==> src/sv/aad_pkg.sv <==
`default_nettype none
package aad_pkg;

	localparam int SAMPLE_BITS = 16;
	localparam int SAMPLE_W = 16;
	localparam int PEAK_W = SAMPLE_BITS;
	localparam int PEAK_OUT_W = 16;
	localparam int MARGIN_W = 16;
	localparam int HOLD_W = 8;
	localparam int CFG_IDX_W = 2;
	localparam int CFG_DATA_W = 16;

	localparam int FALL_SHIFT = 5;
	localparam int RISE_SHIFT = 11;
	localparam int LIMIT_SHIFT = 2;
	localparam int FALL_W = PEAK_W + FALL_SHIFT;
	localparam int LIMIT_W = ((PEAK_W > MARGIN_W) ? PEAK_W : MARGIN_W) + 2;

	localparam logic [MARGIN_W-1:0] MARGIN_RESET = MARGIN_W'(12000);
	localparam logic [HOLD_W-1:0] HOLD_RESET = HOLD_W'(4);

	typedef enum logic [CFG_IDX_W-1:0] {
		REG_MARGIN_ADD  = 2'd0,
		REG_HOLD_BLOCKS = 2'd1,
		REG_ACTIVE_LOW  = 2'd2
	} cfg_reg_t;

	typedef struct packed {
		logic [MARGIN_W-1:0] margin_add;
		logic [HOLD_W-1:0]   hold_blocks;
	} floor_cfg_t;

endpackage
`default_nettype wire

==> src/sv/aad_if.sv <==
`default_nettype none
interface aad_in_if;
	logic                                  valid;
	logic                                  ready;
	logic signed [aad_pkg::SAMPLE_W-1:0]   sample;
	logic                                  last_in_block;

	modport source (output valid, output sample, output last_in_block, input ready);
	modport sink (input valid, input sample, input last_in_block, output ready);
endinterface

interface aad_out_if;
	logic                            valid;
	logic                            ready;
	logic                            led_pin;
	logic                            active;
	logic [aad_pkg::PEAK_OUT_W-1:0]  block_peak_out;

	modport source (output valid, output led_pin, output active, output block_peak_out,
		input ready);
	modport sink (input valid, input led_pin, input active, input block_peak_out,
		output ready);
endinterface

interface aad_cfg_if;
	logic                            valid;
	logic                            ready;
	logic [aad_pkg::CFG_IDX_W-1:0]   index;
	logic [aad_pkg::CFG_DATA_W-1:0]  data;

	modport source (output valid, output index, output data, input ready);
	modport sink (input valid, input index, input data, output ready);
endinterface
`default_nettype wire

==> src/sv/aad_floor.sv <==
`default_nettype none
module aad_floor (
	input  wire logic                         clk,
	input  wire logic                         arst_n,
	input  wire logic                         upd,
	input  wire logic [aad_pkg::PEAK_W-1:0]   peak,
	input  wire aad_pkg::floor_cfg_t          cfg,
	output logic                              on
);
	import aad_pkg::*;

	logic [PEAK_W-1:0]  floor_q;
	logic               ready_q;
	logic [HOLD_W-1:0]  hold_q;

	logic [FALL_W-1:0]  fall_sum;
	logic [PEAK_W-1:0]  floor_fall;
	logic [PEAK_W-1:0]  floor_rise;
	logic [PEAK_W-1:0]  floor_next;
	logic [LIMIT_W-1:0] limit;
	logic               hit;
	logic [HOLD_W-1:0]  hold_next;

	always_comb begin
		fall_sum   = (FALL_W'(floor_q) << FALL_SHIFT) - FALL_W'(floor_q) + FALL_W'(peak);
		floor_fall = PEAK_W'(fall_sum >> FALL_SHIFT);
		floor_rise = floor_q + ((peak - floor_q) >> RISE_SHIFT);
		priority if (!ready_q) begin
			floor_next = (peak == '0) ? PEAK_W'(1) : peak;
		end else if (peak < floor_q) begin
			floor_next = floor_fall;
		end else begin
			floor_next = floor_rise;
		end
		limit = LIMIT_W'(floor_next) + LIMIT_W'(cfg.margin_add)
			+ LIMIT_W'(floor_next >> LIMIT_SHIFT);
		hit = LIMIT_W'(peak) > limit;
		priority if (hit) begin
			hold_next = cfg.hold_blocks;
		end else if (hold_q != '0) begin
			hold_next = hold_q - HOLD_W'(1);
		end else begin
			hold_next = '0;
		end
		on = hold_next != '0;
	end

	always_ff @(posedge clk or negedge arst_n) begin
		if (!arst_n) begin
			floor_q <= '0;
			ready_q <= 1'b0;
			hold_q  <= '0;
		end else if (upd) begin
			floor_q <= floor_next;
			ready_q <= 1'b1;
			hold_q  <= hold_next;
		end
	end

endmodule
`default_nettype wire

==> src/sv/audio_activity_detector.sv <==
`default_nettype none
// Audio activity detector. Takes one signed PCM sample per word on samples and
// tracks the peak magnitude of the current block; the word flagged last_in_block
// closes the block, updates the adaptive quiet floor and the hold counter, and
// produces one result word (led_pin, active, block_peak_out). Other words give no
// result. Throughput is one sample per clock unless a block end meets a stalled
// sink; a sample passes an input register and its result appears on results the
// cycle after it leaves that register, held in an output register so a stalled
// sink does not stop the input side until a second block end arrives. Registers:
// 0 margin_add (reset 12000), 1 hold_blocks (reset 4), 2 active_low (reset 0);
// other indexes are ignored. Write them only while no block end is in flight.
module audio_activity_detector (
	input  wire logic  clk,
	input  wire logic  arst_n,
	aad_in_if.sink     samples,
	aad_out_if.source  results,
	aad_cfg_if.sink    cfg
);
	import aad_pkg::*;

	logic [MARGIN_W-1:0]  margin_q;
	logic [HOLD_W-1:0]    hold_blocks_q;
	logic                 active_low_q;

	logic                 valid_s1;
	logic [PEAK_W-1:0]    raw_s1;
	logic                 last_s1;

	logic [PEAK_W-1:0]    run_peak_q;
	logic [PEAK_W-1:0]    mag;
	logic [PEAK_W-1:0]    peak_cur;
	logic                 advance;
	logic                 close;
	logic                 on;
	floor_cfg_t           floor_cfg;

	logic                 out_valid_q;
	logic                 led_q;
	logic                 active_q;
	logic [PEAK_OUT_W-1:0] peak_out_q;

	assign cfg.ready = 1'b1;

	always_ff @(posedge clk or negedge arst_n) begin
		if (!arst_n) begin
			margin_q      <= MARGIN_RESET;
			hold_blocks_q <= HOLD_RESET;
			active_low_q  <= 1'b0;
		end else if (cfg.valid) begin
			unique case (cfg_reg_t'(cfg.index))
				REG_MARGIN_ADD:  margin_q      <= MARGIN_W'(cfg.data);
				REG_HOLD_BLOCKS: hold_blocks_q <= HOLD_W'(cfg.data);
				REG_ACTIVE_LOW:  active_low_q  <= cfg.data[0];
				default: ;
			endcase
		end
	end

	always_comb begin
		mag      = raw_s1[PEAK_W-1] ? (~raw_s1 + PEAK_W'(1)) : raw_s1;
		peak_cur = (mag > run_peak_q) ? mag : run_peak_q;
		advance  = valid_s1 && (!last_s1 || !out_valid_q || results.ready);
		close    = advance && last_s1;
		floor_cfg.margin_add  = margin_q;
		floor_cfg.hold_blocks = hold_blocks_q;
	end

	assign samples.ready = !valid_s1 || advance;

	always_ff @(posedge clk or negedge arst_n) begin
		if (!arst_n) begin
			valid_s1 <= 1'b0;
		end else if (samples.ready) begin
			valid_s1 <= samples.valid;
		end
	end

	always_ff @(posedge clk) begin
		if (samples.ready && samples.valid) begin
			raw_s1  <= samples.sample[PEAK_W-1:0];
			last_s1 <= samples.last_in_block;
		end
	end

	always_ff @(posedge clk or negedge arst_n) begin
		if (!arst_n) begin
			run_peak_q <= '0;
		end else if (advance) begin
			run_peak_q <= last_s1 ? '0 : peak_cur;
		end
	end

	aad_floor u_floor (
		.clk    (clk),
		.arst_n (arst_n),
		.upd    (close),
		.peak   (peak_cur),
		.cfg    (floor_cfg),
		.on     (on)
	);

	always_ff @(posedge clk or negedge arst_n) begin
		if (!arst_n) begin
			out_valid_q <= 1'b0;
		end else if (close) begin
			out_valid_q <= 1'b1;
		end else if (results.ready) begin
			out_valid_q <= 1'b0;
		end
	end

	always_ff @(posedge clk) begin
		if (close) begin
			led_q      <= on ^ active_low_q;
			active_q   <= on;
			peak_out_q <= PEAK_OUT_W'(peak_cur);
		end
	end

	assign results.valid          = out_valid_q;
	assign results.led_pin        = led_q;
	assign results.active         = active_q;
	assign results.block_peak_out = peak_out_q;

endmodule
`default_nettype wire
==> src/flat_wrapper.sv <==
// flat-port wrapper written by rule: the top's interface ports become plain ports
module audio_activity_detector_flat import aad_pkg::*;
  (clk, arst_n, samples_valid, samples_sample, samples_last_in_block, samples_ready, results_valid, results_led_pin, results_active, results_block_peak_out, results_ready, cfg_valid, cfg_index, cfg_data, cfg_ready);
  aad_in_if samples_i ();
  aad_out_if results_i ();
  aad_cfg_if cfg_i ();
  input  wire logic clk;
  input  wire logic arst_n;
  input wire logic [$bits(samples_i.valid)-1:0] samples_valid;
  input wire logic [$bits(samples_i.sample)-1:0] samples_sample;
  input wire logic [$bits(samples_i.last_in_block)-1:0] samples_last_in_block;
  output wire logic [$bits(samples_i.ready)-1:0] samples_ready;
  output wire logic [$bits(results_i.valid)-1:0] results_valid;
  output wire logic [$bits(results_i.led_pin)-1:0] results_led_pin;
  output wire logic [$bits(results_i.active)-1:0] results_active;
  output wire logic [$bits(results_i.block_peak_out)-1:0] results_block_peak_out;
  input wire logic [$bits(results_i.ready)-1:0] results_ready;
  input wire logic [$bits(cfg_i.valid)-1:0] cfg_valid;
  input wire logic [$bits(cfg_i.index)-1:0] cfg_index;
  input wire logic [$bits(cfg_i.data)-1:0] cfg_data;
  output wire logic [$bits(cfg_i.ready)-1:0] cfg_ready;
  assign samples_i.valid = samples_valid;
  assign samples_i.sample = samples_sample;
  assign samples_i.last_in_block = samples_last_in_block;
  assign samples_ready = samples_i.ready;
  assign results_valid = results_i.valid;
  assign results_led_pin = results_i.led_pin;
  assign results_active = results_i.active;
  assign results_block_peak_out = results_i.block_peak_out;
  assign results_i.ready = results_ready;
  assign cfg_i.valid = cfg_valid;
  assign cfg_i.index = cfg_index;
  assign cfg_i.data = cfg_data;
  assign cfg_ready = cfg_i.ready;
  audio_activity_detector u_core (.clk(clk), .arst_n(arst_n), .samples(samples_i), .results(results_i), .cfg(cfg_i));
endmodule
==> config.mk <==
export PLATFORM = sky130hd
export DESIGN_NAME = audio_activity_detector_flat
export DESIGN_NICKNAME = d
export VERILOG_FILES = /design/src/sv/aad_pkg.sv /design/src/sv/aad_if.sv /design/src/sv/aad_floor.sv /design/src/sv/audio_activity_detector.sv /design/src/flat_wrapper.sv
export SDC_FILE = /design/constraint.sdc
export NUM_CORES = 1
export LEC_CHECK = 0
export BUFFER_PORTS_ARGS = -buffer_cell sky130_fd_sc_hd__buf_2
export CAP_MARGIN = 5
export CORE_MARGIN = 2
export CORE_UTILIZATION = 55
export DETAILED_ROUTE_END_ITERATION = 10
export PLACE_DENSITY = 0.73
export SYNTH_ARGS = -nofsm -noshare
export SYNTH_HDL_FRONTEND = slang
export SYNTH_HIERARCHICAL = 1
export SYNTH_SLANG_ARGS = --single-unit
==> constraint.sdc <==
create_clock -name clk -period 10.7 [get_ports clk]
set_input_delay 1.605 -clock clk [delete_from_list [all_inputs] [get_ports clk]]
set_output_delay 1.605 -clock clk [all_outputs]
set_load 0.01 [all_outputs]
== After elaboration in Yosys (flattened, before gate mapping) ==
Cells that the tools add are included.
W data, S select, Z words.

* $add $sub $neg: 8
* Magnitude comparators: 3
* Eq/ne operators: 2
* Mux-type cells: 10
* Bitwise gates (word level): 2
* Reduce and logical (&&, ||, !) cells: 17

{| class="wikitable"
|+ Operator list
! operator !! number
|-
| $mux W16 || 6
|-
| $add A21 B16 Y21 || 1
|-
| $sub A21 B16 Y21 || 1
|-
| $add A17 B14 Y18 || 1
|-
| $gt A16 B18 Y1 || 1
|-
| $add A16 B16 Y17 || 1
|-
| $add A16 B1 Y16 const B || 1
|-
| $add A16 B5 Y16 || 1
|-
| $gt A16 B16 Y1 || 1
|-
| $logic_not A16 Y1 || 1
|-
| $lt A16 B16 Y1 || 1
|-
| $mux W8 || 2
|-
| $not A16 Y16 || 1
|-
| $reduce_bool A8 Y1 || 2
|-
| $sub A16 B16 Y16 || 1
|-
| $sub A8 B1 Y8 const B || 1
|-
| $reduce_and A2 Y1 || 3
|-
| $logic_and A1 B1 Y1 || 3
|-
| $logic_not A1 Y1 || 3
|-
| $logic_or A1 B1 Y1 || 3
|-
| $eq A2 B1 Y1 const B || 1
|-
| $eq A2 B2 Y1 const B || 1
|-
| $logic_not A2 Y1 || 1
|-
| $mux W1 || 2
|-
| other kinds (2) || 2
|}

* Bits in registers: 103
* Input bits: 40
* Word-level logic and storage cells: 56

== Logic depth before layout (Yosys ltp) ==
Gate-level depths: netlist of run 1.

* Word-level depth: 15
* Depth in mapped cells: 54

== By module ==
The synthesis of run 1 kept the hierarchy.

{| class="wikitable"
|+ By module, submodules not included
! module !! times used !! cells each !! area an instance (µm²)
|-
| aad_floor || 1 || 609 || 4957.3
|-
| audio_activity_detector || 1 || 273 || 3632.2
|}

== Worst setup path before layout of run 1 ==
OpenSTA, ideal clock, no wires.

* Path type: reg-to-reg
* Start point: register u_core.raw_s1[8]
* End point: register u_core.led_q, in the netlist u_core/results.led_pin (data pin)
* Arrival: 9.867 ns
* Data required time: 10.434 ns
* Setup slack: 0.566 ns
* Stages on the path, launching flop included: 50
* Buffers on the path: 3
* Period minus slack after synthesis: 10.134 ns
* Cell sequence: edfxtp_1 -> or4_4 -> nor3_2 -> nand3b_2 -> o31ai_4 -> xnor2_1 -> ha_1 -> nand4_2 -> nor4_2 -> a21bo_2 -> a31oi_4 -> buf_4 -> buf_2 -> o21ai_0 -> ha_1 -> fa_1 -> a211oi_1 -> o311ai_1 -> (+14 left out) -> ha_1 -> nor2b_1 -> o31a_1 -> o41ai_2 -> a21oi_2 -> o41ai_4 -> o21bai_1 -> a21oi_1 -> xor2_1 -> ha_1 -> nand4_1 -> nor2_1 -> a41o_1 -> a211oi_2 -> buf_6 -> nor2_1 -> a31oi_1 -> xor2_1

* Longest elaborated chain between the ends: 15
* Elaborated cells between the ends (all ways): 19
* Classes of those cells: add/sub (6); order compare (3); mux (6); bitwise (2); reduce/logical (2)

{| class="wikitable"
|+ Ends and longest elaborated chain
! what !! RTL line !! RTL
|-
| from (decl) || audio_activity_detector.sv:26 || <nowiki>logic [PEAK_W-1:0] raw_s1;</nowiki>
|-
| from (signal assigned) || audio_activity_detector.sv:80 || <nowiki>raw_s1 <= samples.sample[PEAK_W-1:0];</nowiki>
|-
| $not A16 Y16 || audio_activity_detector.sv:60 || <nowiki>mag = raw_s1[PEAK_W-1] ? (~raw_s1 + PEAK_W'(1)) : raw_s1;</nowiki>
|-
| $add A16 B1 Y16 || audio_activity_detector.sv:60 ||
|-
| $mux W16 * || audio_activity_detector.sv:60 ||
|-
| $gt A16 B16 Y1 * || audio_activity_detector.sv:61 || <nowiki>peak_cur = (mag > run_peak_q) ? mag : run_peak_q;</nowiki>
|-
| $mux W16 * || audio_activity_detector.sv:61 ||
|-
| named net u_core.peak_cur[2] || audio_activity_detector.sv:31 || <nowiki>logic [PEAK_W-1:0] peak_cur;</nowiki>
|-
| $sub A16 B16 Y16 || aad_floor.sv:27 || <nowiki>floor_rise = floor_q + ((peak - floor_q) >> RISE_SHIFT);</nowiki>
|-
| $add A16 B5 Y16 || aad_floor.sv:27 ||
|-
| (+2 left out) || -- ||
|-
| named net u_core.u_floor.floor_next[5] || aad_floor.sv:19 || <nowiki>logic [PEAK_W-1:0] floor_next;</nowiki>
|-
| $add A16 B16 Y17 || aad_floor.sv:35 || <nowiki>limit = LIMIT_W'(floor_next) + LIMIT_W'(cfg.margin_add)</nowiki>
|-
| $add A17 B14 Y18 * || aad_floor.sv:36 || <nowiki>+ LIMIT_W'(floor_next >> LIMIT_SHIFT);</nowiki>
|-
| $gt A16 B18 Y1 * || aad_floor.sv:37 || <nowiki>hit = LIMIT_W'(peak) > limit;</nowiki>
|-
| $mux W8 * || aad_floor.sv:38 || <nowiki>priority if (hit) begin</nowiki>
|-
| $reduce_bool A8 Y1 * || aad_floor.sv:45 || <nowiki>on = hold_next != '0;</nowiki>
|-
| named net u_core.on || audio_activity_detector.sv:34 || <nowiki>logic on;</nowiki>
|-
| $xor A1 B1 Y1 * || audio_activity_detector.sv:114 || <nowiki>led_q <= on ^ active_low_q;</nowiki>
|-
| to (signal assigned) || audio_activity_detector.sv:114 ||
|-
| to (decl) || audio_activity_detector.sv:38 || <nowiki>logic led_q;</nowiki>
|}

Mark *: on every way through the listed nets, which the timed path passes. The rest lies on a longest branch.
A chain may end at the register's enable or synchronous reset.

== Worst setup path in the final report of run 1 ==
* Start point: register u_core.raw_s1[6]
* End point: register u_core.led_q, in the netlist u_core/results.led_pin (data pin)

* Longest elaborated chain between the ends: 15
* Elaborated cells between the ends (all ways): 19
* Classes of those cells: add/sub (6); order compare (3); mux (6); bitwise (2); reduce/logical (2)

{| class="wikitable"
|+ Ends and longest elaborated chain
! what !! RTL line
|-
| $not A16 Y16 || audio_activity_detector.sv:60
|-
| $add A16 B1 Y16 || audio_activity_detector.sv:60
|-
| $mux W16 * || audio_activity_detector.sv:60
|-
| $gt A16 B16 Y1 || audio_activity_detector.sv:61
|-
| $mux W16 * || audio_activity_detector.sv:61
|-
| named net u_core.peak_cur[7] || audio_activity_detector.sv:31
|-
| $sub A16 B16 Y16 || aad_floor.sv:27
|-
| $add A16 B5 Y16 || aad_floor.sv:27
|-
| (+2 left out) || --
|-
| named net u_core.u_floor.floor_next[6] || aad_floor.sv:19
|-
| $add A16 B16 Y17 || aad_floor.sv:35
|-
| $add A17 B14 Y18 * || aad_floor.sv:36
|-
| $gt A16 B18 Y1 * || aad_floor.sv:37
|-
| $mux W8 * || aad_floor.sv:38
|-
| $reduce_bool A8 Y1 * || aad_floor.sv:45
|-
| named net u_core.on || audio_activity_detector.sv:34
|-
| $xor A1 B1 Y1 * || audio_activity_detector.sv:114
|}

Marked as above.

==> results of run 1 <==
-- per-stage QoR --
stage | utilization | setup slack (ns) | hold slack, ns | setup TNS, ns | instance area (um2)
floorplan | - | 0.566 | 0.466 | 0 | 8590
global placement | 0.607 | 0.0160 | 0.483 | 0 | 9270
detailed placement | 0.607 | -0.0987 | 0.481 | -0.428 | 9270
CTS | 0.628 | 0.0697 | 0.505 | 0 | 9580
global route | 0.667 | -0.133 | 0.525 | -0.822 | 10200
finish | 0.667 | 0.354 | 0.501 | 0 | 10200
-- kinds of logic (layout without fill, tap and decap cells) --
group | Yosys count | in the layout | synth area share
AND/OR/NAND/NOR | 231 | 231 | 0.137
AO/OA/AOI/OAI | 212 | 212 | 0.171
adder cells (fa/ha/maj) | 123 | 123 | 0.205
buffers and inverters | 117 | 232 | 0.0556
flip-flops | 103 | 103 | 0.322
XOR/XNOR | 54 | 54 | 0.0551
multiplexers | 41 | 41 | 0.0535
other | 1 | 1 | 0.000437
-- sequential cells by signal (all words and copies together), names as in the netlist --
signal                         cells
u_core/active_low_q                1
u_core/hold_blocks_q               8
u_core/last_s1                     1
u_core/margin_q                   16
u_core/raw_s1                     16
u_core/results.active              1
u_core/results.block_peak_out     16
u_core/results.led_pin             1
u_core/results.valid               1
u_core/run_peak_q                 16
u_core/u_floor/floor_q            16
u_core/u_floor/hold_q              8
u_core/u_floor/ready_q             1
u_core/valid_s1                    1
-- synthesized netlist by cell type (all sizes together), types with 12 or more instances --
library cell | instances | area [um2]
inv | 97 | 364
ha | 93 | 1160
nand2 | 75 | 282
dfrtp | 60 | 1500
a21oi | 53 | 269
o21ai | 49 | 245
nor2 | 44 | 165
xnor2 | 42 | 368
mux2 | 36 | 409
edfxtp | 35 | 1050
fa | 30 | 601
nor3 | 17 | 90.1
a22o | 15 | 133
a21o | 14 | 105
a31oi | 13 | 103
buf | 13 | 87.6
nand3 | 13 | 65.1
xor2 | 12 | 105
-- final cells by class --
type / count / area [um2]
clock buffer: 11 / 233
tap: 211 / 264
sequential: 103 / 2760
fill: 1195 / 5080
timing repair buffer: 119 / 817
clock inverter: 5 / 65.1
inverter: 97 / 364
multi-input combinational: 662 / 5670
-- worst register-to-register path: cells and delay by family (launching register included) --
kind	cells	cell delay, ns
AO/OA/AOI/OAI	21	3.96
XOR/XNOR	5	0.80
adder cells (fa/ha/maj)	6	1.97
buffers and inverters	4	0.66
flip-flops	1	0.46
AND/OR/NAND/NOR	13	2.28
-- repair_timing --
| action | in CTS | in global routing |
|---|---|---|
| pin swaps | 0 | 32 |
| gates cloned | 0 | 3 |
| gates resized for setup | 5 | 70 |
| buffers inserted | 0 | 27 |
| setup endpoints to repair | 8 | 10 |
-- metal layers --
| layer | vias to the layer above | part of all wire | GRT usage |
|---|---|---|---|
| met3 | 38 | 0.052 | 0.0403 |
| met2 | 225 | 0.46 | 0.396 |
| met4 | 0 | 0.025 | 0.0934 |
| met5 | - | 0 | 0 |
| met1 | 3459 | 0.47 | 0.378 |
| li1 | 3393 | - | - |
-- worst paths after layout --
check / startpoint / to / slack (ns) / cells past startpoint
worst max-delay path: u_core/raw_s1[6] / u_core/results.led_pin / 0.35 / 49
worst min-delay path: u_core/run_peak_q[11] / u_core/run_peak_q[11] / 0.50 / 1
worst max register to register: u_core/raw_s1[6] / u_core/results.led_pin / 0.35 / 49
worst min register to register: u_core/run_peak_q[11] / u_core/run_peak_q[11] / 0.50 / 1
max in group asynchronous: arst_n / u_core/u_floor/floor_q[9] / 8.64 / 2
min in group asynchronous: arst_n / u_core/valid_s1 / 1.45 / 2
==> flow_metrics.tcl, run 1 <==
set metrics [dict create \
    status "complete, no violations" \
    maxCapViolCount 0 \
    drive_gt1_frac 0.247 \
    rows 45 \
    vias_per_cell 5.89 \
    final_cell_mix "inv_1, ha_1, nand2_1" \
    ios 61 \
    path_delay_family "compound AO/OA/AOI/OAI gates" \
    finalClockSkew_ns 0.00909 \
    final_common_cell "inv_1" \
    overflow 0 \
    core-area_um2 15300 \
    yosysWarnings 6 \
    clockBufferDepth 2 \
    grt_setup_unrepaired "yes" \
    tightest_slew_ns 1.21 \
    synthesis.nets 1045 \
    htree_levels 3 \
    grt_pass1_vias 6522 \
    fin_cells 1208 \
    fin_crit_ns 10.35 \
    path_max_fanout 7 \
    critPathArrivalTime_ns 10.45 \
    final_nets 1155 \
    n_antenna_cell 0 \
    syn_area_um2 8590 \
    die_h_um 129 \
    crit_buf_inv 4 \
    yosys_register_bits 103 \
    clk_latency_ns 0.36 \
    drcViolationCount 0 \
    hp-class "reg -> reg" \
    drt-pass1-iter-count 5 \
    die_w_um 129 \
    cts_tree "built" \
    die_area_um2 16600 \
    synthCells 882 \
    path_class "reg -> reg" \
    drt_iter0_drc 585 \
    clk_pin_slew_ns 0.07 \
    initial_core_util 0.563 \
    synth_edf_count 35 \
    fin_crit_sh 0.967 \
    track_usage 0.260 \
    max_freq_mhz 96.7 \
    grt_first_pass_wirelength_um 33400 \
    drv_slew 0 \
    drtAntennaViolNets 0 \
    antenna_found_initial 0 \
    critPathLaunchType "register" \
    grt_max_degree 69 \
    slew_headroom 0.185 \
    final_hold_viol_count 0 \
    synth_cell_type_count 81 \
    cts_made_buffers 9 \
    cts.sinks 103 \
    routedWlPerCell_um 18.2 \
    slowest_delay_ns 0.56 \
    root_buffer "clkbuf_16" \
    synth_area_per_cell_um2 9.74 \
    end_kind "register" \
    dpl.hpwl_um 16000 \
    synth_ff_type "dfrtp_1" \
    io_buffers 59 \
    crit_slowest_cell "or4_4" \
    finalWirelength_um 22000 \
    cts_hold_buf 0 \
    routed-via-count 7115 \
    synth-async-reset-ratio 0.660 \
    gp_congestion 0.931 \
    setup_viol 0 \
    critPathRequiredTime_ns 10.80 \
    synth-seq-area-share 0.322 \
    syn_to_final_growth_pct 18.5 \
    dp_cells 1162 \
]
Power of run 1 is left out: the tool's default activity adds up to more than one toggle a clock period on the data nets, which glitch-free logic cannot reach.
==> inputs of run 2 (changes only) <==
--- a/config.mk
+++ b/config.mk
@@ -10,8 +10,7 @@
 export CORE_MARGIN = 2
 export CORE_UTILIZATION = 55
 export DETAILED_ROUTE_END_ITERATION = 10
-export PLACE_DENSITY = 0.73
+export PLACE_DENSITY = 0.87
 export SYNTH_ARGS = -nofsm -noshare
 export SYNTH_HDL_FRONTEND = slang
-export SYNTH_HIERARCHICAL = 1
 export SYNTH_SLANG_ARGS = --single-unit
==> flow_metrics.tcl, run 2 <==
set metrics [dict create \
    yosys_register_bits 103 \
    final_common_cell "inv_1" \
    postLayoutSetupSlackWorst_ns -0.225 \
    final_cell_mix "inv_1, ha_1, buf_4" \
    syn_area_um2 8790 \
    slowest_delay_ns 0.57 \
    crit_slowest_cell "or4_4" \
    grt_first_pass_wirelength_um 38000 \
    antenna_found_initial 0 \
    drt_iter0_drc 822 \
    finalClockSkew_ns 0.00931 \
    synth.top_cell.area_share 0.171 \
    synth-seq-area-share 0.314 \
    fin_cells 1259 \
    end_kind "register" \
    fin_crit_sh 1.02 \
    grt_pass1_vias 7577 \
    grt_max_degree 69 \
    synth_edf_count 35 \
    fin_crit_ns 10.93 \
    synthTopCellsByCount "ha_1, inv_1, dfrtp_1, nand2_1, a21oi_1" \
    status "finished, violations left" \
    initial_core_util 0.557 \
    synth-async-reset-ratio 0.660 \
    clk_latency_ns 0.37 \
    max_freq_mhz 91.5 \
    path_max_fanout 6 \
    synthCells 902 \
    fillers 1064 \
    htree_levels 3 \
    hold_slack_ns 0.518 \
    placed_cell_area_um2 9570 \
    dpl.hpwl_um 17600 \
    finalWirelength_um 27100 \
    routedWlPerCell_um 21.5 \
    routed-via-count 8037 \
    synth_most_common_cell "ha_1" \
    final_nets 1200 \
    overflow 0 \
    grt_setup_unrepaired "yes" \
    dp_cells 1199 \
    yosysWarnings 0 \
    die_h_um 130 \
    setup_viol 10 \
    cts_made_buffers 9 \
    tightest_slew_ns 0.957 \
    r2r_setup_slack_ns -0.23 \
    synth.area.top_cells "dfrtp_1, ha_1, edfxtp_1" \
    clockBufferDepth 2 \
    drive_gt1_frac 0.318 \
    clk_pin_slew_ns 0.08 \
    synthesis.nets 1064 \
    cts.sinks 103 \
    syn_to_final_growth_pct 24.4 \
    synth_cell_type_count 86 \
    die_w_um 130 \
    core-area_um2 15800 \
    io_buffers 59 \
    root_buffer "clkbuf_16" \
    drcViolationCount 0 \
    final_hold_viol_count 0 \
    netlist.top_cell.by_area "dfrtp_1" \
    rows 46 \
    critPathRequiredTime_ns 10.83 \
    track_usage 0.288 \
    synth_area_per_cell_um2 9.74 \
    n_antenna_cell 0 \
    cts_hold_buf 0 \
    ios 61 \
    drt-pass1-iter-count 8 \
    post-route-cell-area_um2 10900 \
    drtAntennaViolNets 0 \
    cts_tree "built" \
    gp_congestion 0.939 \
    cpMostUsedCell "a21oi_2" \
    drv_slew 0 \
    vias_per_cell 6.38 \
    die_area_um2 17000 \
    critPathLaunchType "register" \
    critPathArrivalTime_ns 11.06 \
    hp-class "reg -> reg" \
    maxCapViolCount 0 \
    path_class "reg -> reg" \
    synth_ff_type "dfrtp_1" \
    violations "negative setup slack" \
    slew_headroom 0.362 \
]
run 2: cell count changes after synthesis, moves of 10 or more:
cell and change:
a22o_1 -13, mux2i_1 +13, nand2_1 -22, o21ai_0 -10, o21ai_1 +13, o22ai_1 +20
run 2: per-layer routing:
layer | global-route usage | vias up | share of wire
met1 | 0.374 | 3866 | 0.39
li1 | - | 3557 | -
met4 | 0.136 | 0 | 0.045
met3 | 0.0566 | 115 | 0.094
met2 | 0.469 | 499 | 0.48
met5 | 0 | - | 0
run 2: path summary, 6_finish.rpt:
| path | depth (start not counted) | start | endpoint |
|---|---|---|---|
| setup / recovery | 49 | u_core.raw_s1[2] | u_core.results.led_pin |
| hold / removal | 1 | u_core.margin_q[14] | u_core.margin_q[14] |
| setup reg to reg | 49 | u_core.raw_s1[2] | u_core.results.led_pin |
| hold reg to reg | 1 | u_core.margin_q[14] | u_core.margin_q[14] |
| max in group asynchronous | 2 | arst_n | u_core.u_floor.floor_q[9] |
| min in group asynchronous | 2 | arst_n | u_core.u_floor.floor_q[1] |
run 2: logic make-up after synthesis:
logic type,share of synthesized area
flip-flops,0.314
multiplexers,0.0618
other,0.000427
AND/OR/NAND/NOR,0.128
XOR/XNOR,0.0608
buffers and inverters,0.0578
adder cells (fa/ha/maj),0.193
AO/OA/AOI/OAI,0.183
run 2: what timing repair did:
item	in CTS	in global routing
setup endpoints to repair	10	10
gates resized for setup	19	125
setup buffers	9	33
cloned	0	2
pin swaps	7	44
run 2: critical path: cells and delay by family, from the launching register on:
kind            cells  cell delay, ns
buf+inv             5            0.72
mux                 2            0.63
fa+ha+maj           6            1.63
simple gates        8            2.27
xor+xnor            6            0.91
flops               1            0.39
compound gates     22            4.11
run 2: final cells by class:
type | count | area (um2) | area share
Multi-Input combinational cell | 678 | 6200 | 0.567
Clock inverter | 5 | 52.6 | 0.00481
Timing Repair Buffer | 146 | 1000 | 0.0917
Tap cell | 216 | 270 | 0.0247
Inverter | 100 | 378 | 0.0346
Sequential cell | 103 | 2760 | 0.253
Clock buffer | 11 | 264 | 0.0242
run 2: through the flow:
step | setup slack (ns) | utilization | setup TNS (ns)
after floorplan | 0.0603 | - | 0
after global placement | -0.0184 | 0.607 | -0.0184
after detailed placement | -0.482 | 0.607 | -3.19
after CTS | 0.0257 | 0.636 | 0
after global routing | -0.538 | 0.693 | -4.39
final | -0.225 | 0.693 | -1.24
Power of run 2 is left out for the same reason.
==> inputs of run 3 (changes only) <==
--- a/config.mk
+++ b/config.mk
@@ -10,7 +10,7 @@
 export CORE_MARGIN = 2
 export CORE_UTILIZATION = 55
 export DETAILED_ROUTE_END_ITERATION = 10
-export PLACE_DENSITY = 0.87
+export PLACE_DENSITY = 0.78
 export SYNTH_ARGS = -nofsm -noshare
 export SYNTH_HDL_FRONTEND = slang
 export SYNTH_SLANG_ARGS = --single-unit
==> flow_metrics.tcl, run 3 (same netlist as run 2, synthesis figures left out) <==
set metrics [dict create \
    root_buffer "clkbuf_16" \
    dpl.hpwl_um 17300 \
    min_to "u_core.margin_q[14]" \
    drtAntennaViolNets 0 \
    grt_use_met3 0.0574 \
    hold_slack_ns 0.518 \
    fin_crit_ns 10.65 \
    r2r_setup_slack_ns 0.05 \
    end_kind "register" \
    vias_per_cell 6.24 \
    drcViolationCount 0 \
    initial_core_util 0.557 \
    cts.sinks 103 \
    setup_viol 0 \
    path_max_fanout 7 \
    ios 61 \
    grt_first_pass_wirelength_um 35900 \
    final_nets 1202 \
    routedWlPerCell_um 20.0 \
    die_area_um2 17000 \
    clk_pin_slew_ns 0.07 \
    core-area_um2 15800 \
    final_common_cell "inv_1" \
    die_w_um 130 \
    antenna_found_initial 0 \
    hp-class "reg -> reg" \
    r2r_end "u_core.results.led_pin" \
    grt_setup_unrepaired "yes" \
    critPathArrivalTime_ns 10.78 \
    gp_congestion 0.990 \
    finish.utilization 0.688 \
    syn_to_final_growth_pct 23.6 \
    final_cell_mix "inv_1, ha_1, buf_4" \
    final_hold_viol_count 0 \
    gr-max-usage-layer "met2" \
    grt_pass1_vias 7160 \
    htree_levels 3 \
    clockBufferDepth 2 \
    path_class "reg -> reg" \
    reg2reg_from "u_core.raw_s1[0]" \
    drt_iter0_drc 645 \
    grt_use_met1 0.360 \
    critPathLaunchType "register" \
    crit_slowest_cell "or4_4" \
    clk_latency_ns 0.37 \
    reg2regPathDepth 49 \
    max_freq_mhz 93.9 \
    drive_gt1_frac 0.306 \
    n_antenna_cell 0 \
    grt_max_degree 69 \
    maxCapViolCount 0 \
    routed-via-count 7868 \
    cpMostUsedCell "a21oi_2" \
    fin_crit_sh 0.996 \
    rows 46 \
    die_h_um 130 \
    cts_made_buffers 9 \
    drv_slew 0 \
    holdPathStages 1 \
    io_buffers 59 \
    overflow 0 \
    hold_start "u_core.margin_q[14]" \
    finalClockSkew_ns 0.0107 \
    slew_headroom 0.180 \
    finalWirelength_um 25200 \
    use_met2 0.448 \
    drt-pass1-iter-count 6 \
    critPathRequiredTime_ns 10.82 \
    slowest_delay_ns 0.58 \
    track_usage 0.274 \
    tightest_slew_ns 1.22 \
    status "complete, no violations" \
    cts_tree "built" \
]
==> run 3: cell types whose count changed in the layout (fill, tap and decap cells not counted), sizes merged <==
cell / delta
clkinvlp: +1
bufinv: +1
buf: +2
clkinv: -1
inv: -1
==> run 3: per-stage QoR <==
stage          setup WS [ns]  cell area, um2  TNS [ns]  std cells
2_1_floorplan         0.0603            8790         0        902
3_3_place_gp          0.0918            9570         0       1200
3_5_place_dp          -0.246            9570     -1.11       1200
4_1_cts               0.0382           10000         0       1225
5_1_grt               -0.373           10900     -3.32       1261
6_report              0.0463           10900         0       1261
==> run 3: layout make-up <==
| cell class | instances | area, um2 |
|---|---|---|
| multi-input combinational | 678 | 6130 |
| fill | 1108 | 4910 |
| sequential | 103 | 2760 |
| timing repair buffer | 148 | 1010 |
| inverter | 100 | 379 |
| tap | 216 | 270 |
| clock buffer | 11 | 233 |
| clock inverter | 5 | 63.8 |
==> run 3: repair_timing <==
item                                    in CTS  in global routing
cloned                                       0                  1
hold buffers                                 0                  0
endpoints found under the setup margin      10                 10
gates resized for setup                     11                121
pin swaps                                    6                 69
setup buffers                                9                 35
==> run 3: metal layers <==
metal  vias to the layer above  part of all wire
li1                       3578                 -
met1                      3858              0.40
met2                       348              0.48
met3                        84             0.079
met4                         0             0.038
met5                         -                 0
==> run 3: worst max-delay path by stage <==
stage	startpoint	slack, ns	to	depth (start not counted)
floorplan	u_core.raw_s1[2]	0.06	u_core.results.led_pin	48
global placement	u_core.raw_s1[0]	0.09	u_core.results.led_pin	48
detailed placement	u_core.raw_s1[0]	-0.25	u_core.results.led_pin	48
CTS	u_core.raw_s1[0]	0.04	u_core.results.led_pin	49
global route	u_core.raw_s1[0]	-0.37	u_core.results.led_pin	46
finish	u_core.raw_s1[0]	0.05	u_core.results.led_pin	49
==> run 3: worst max-delay path: cells and delay by family (launching register included) <==
kind            cells  cell delay, ns
flops               1            0.43
fa+ha+maj           6            1.74
mux                 2            0.59
buf+inv             5            0.57
simple gates        9            2.26
compound gates     22            4.11
xor+xnor            5            0.69
Power of run 3 is left out for the same reason.
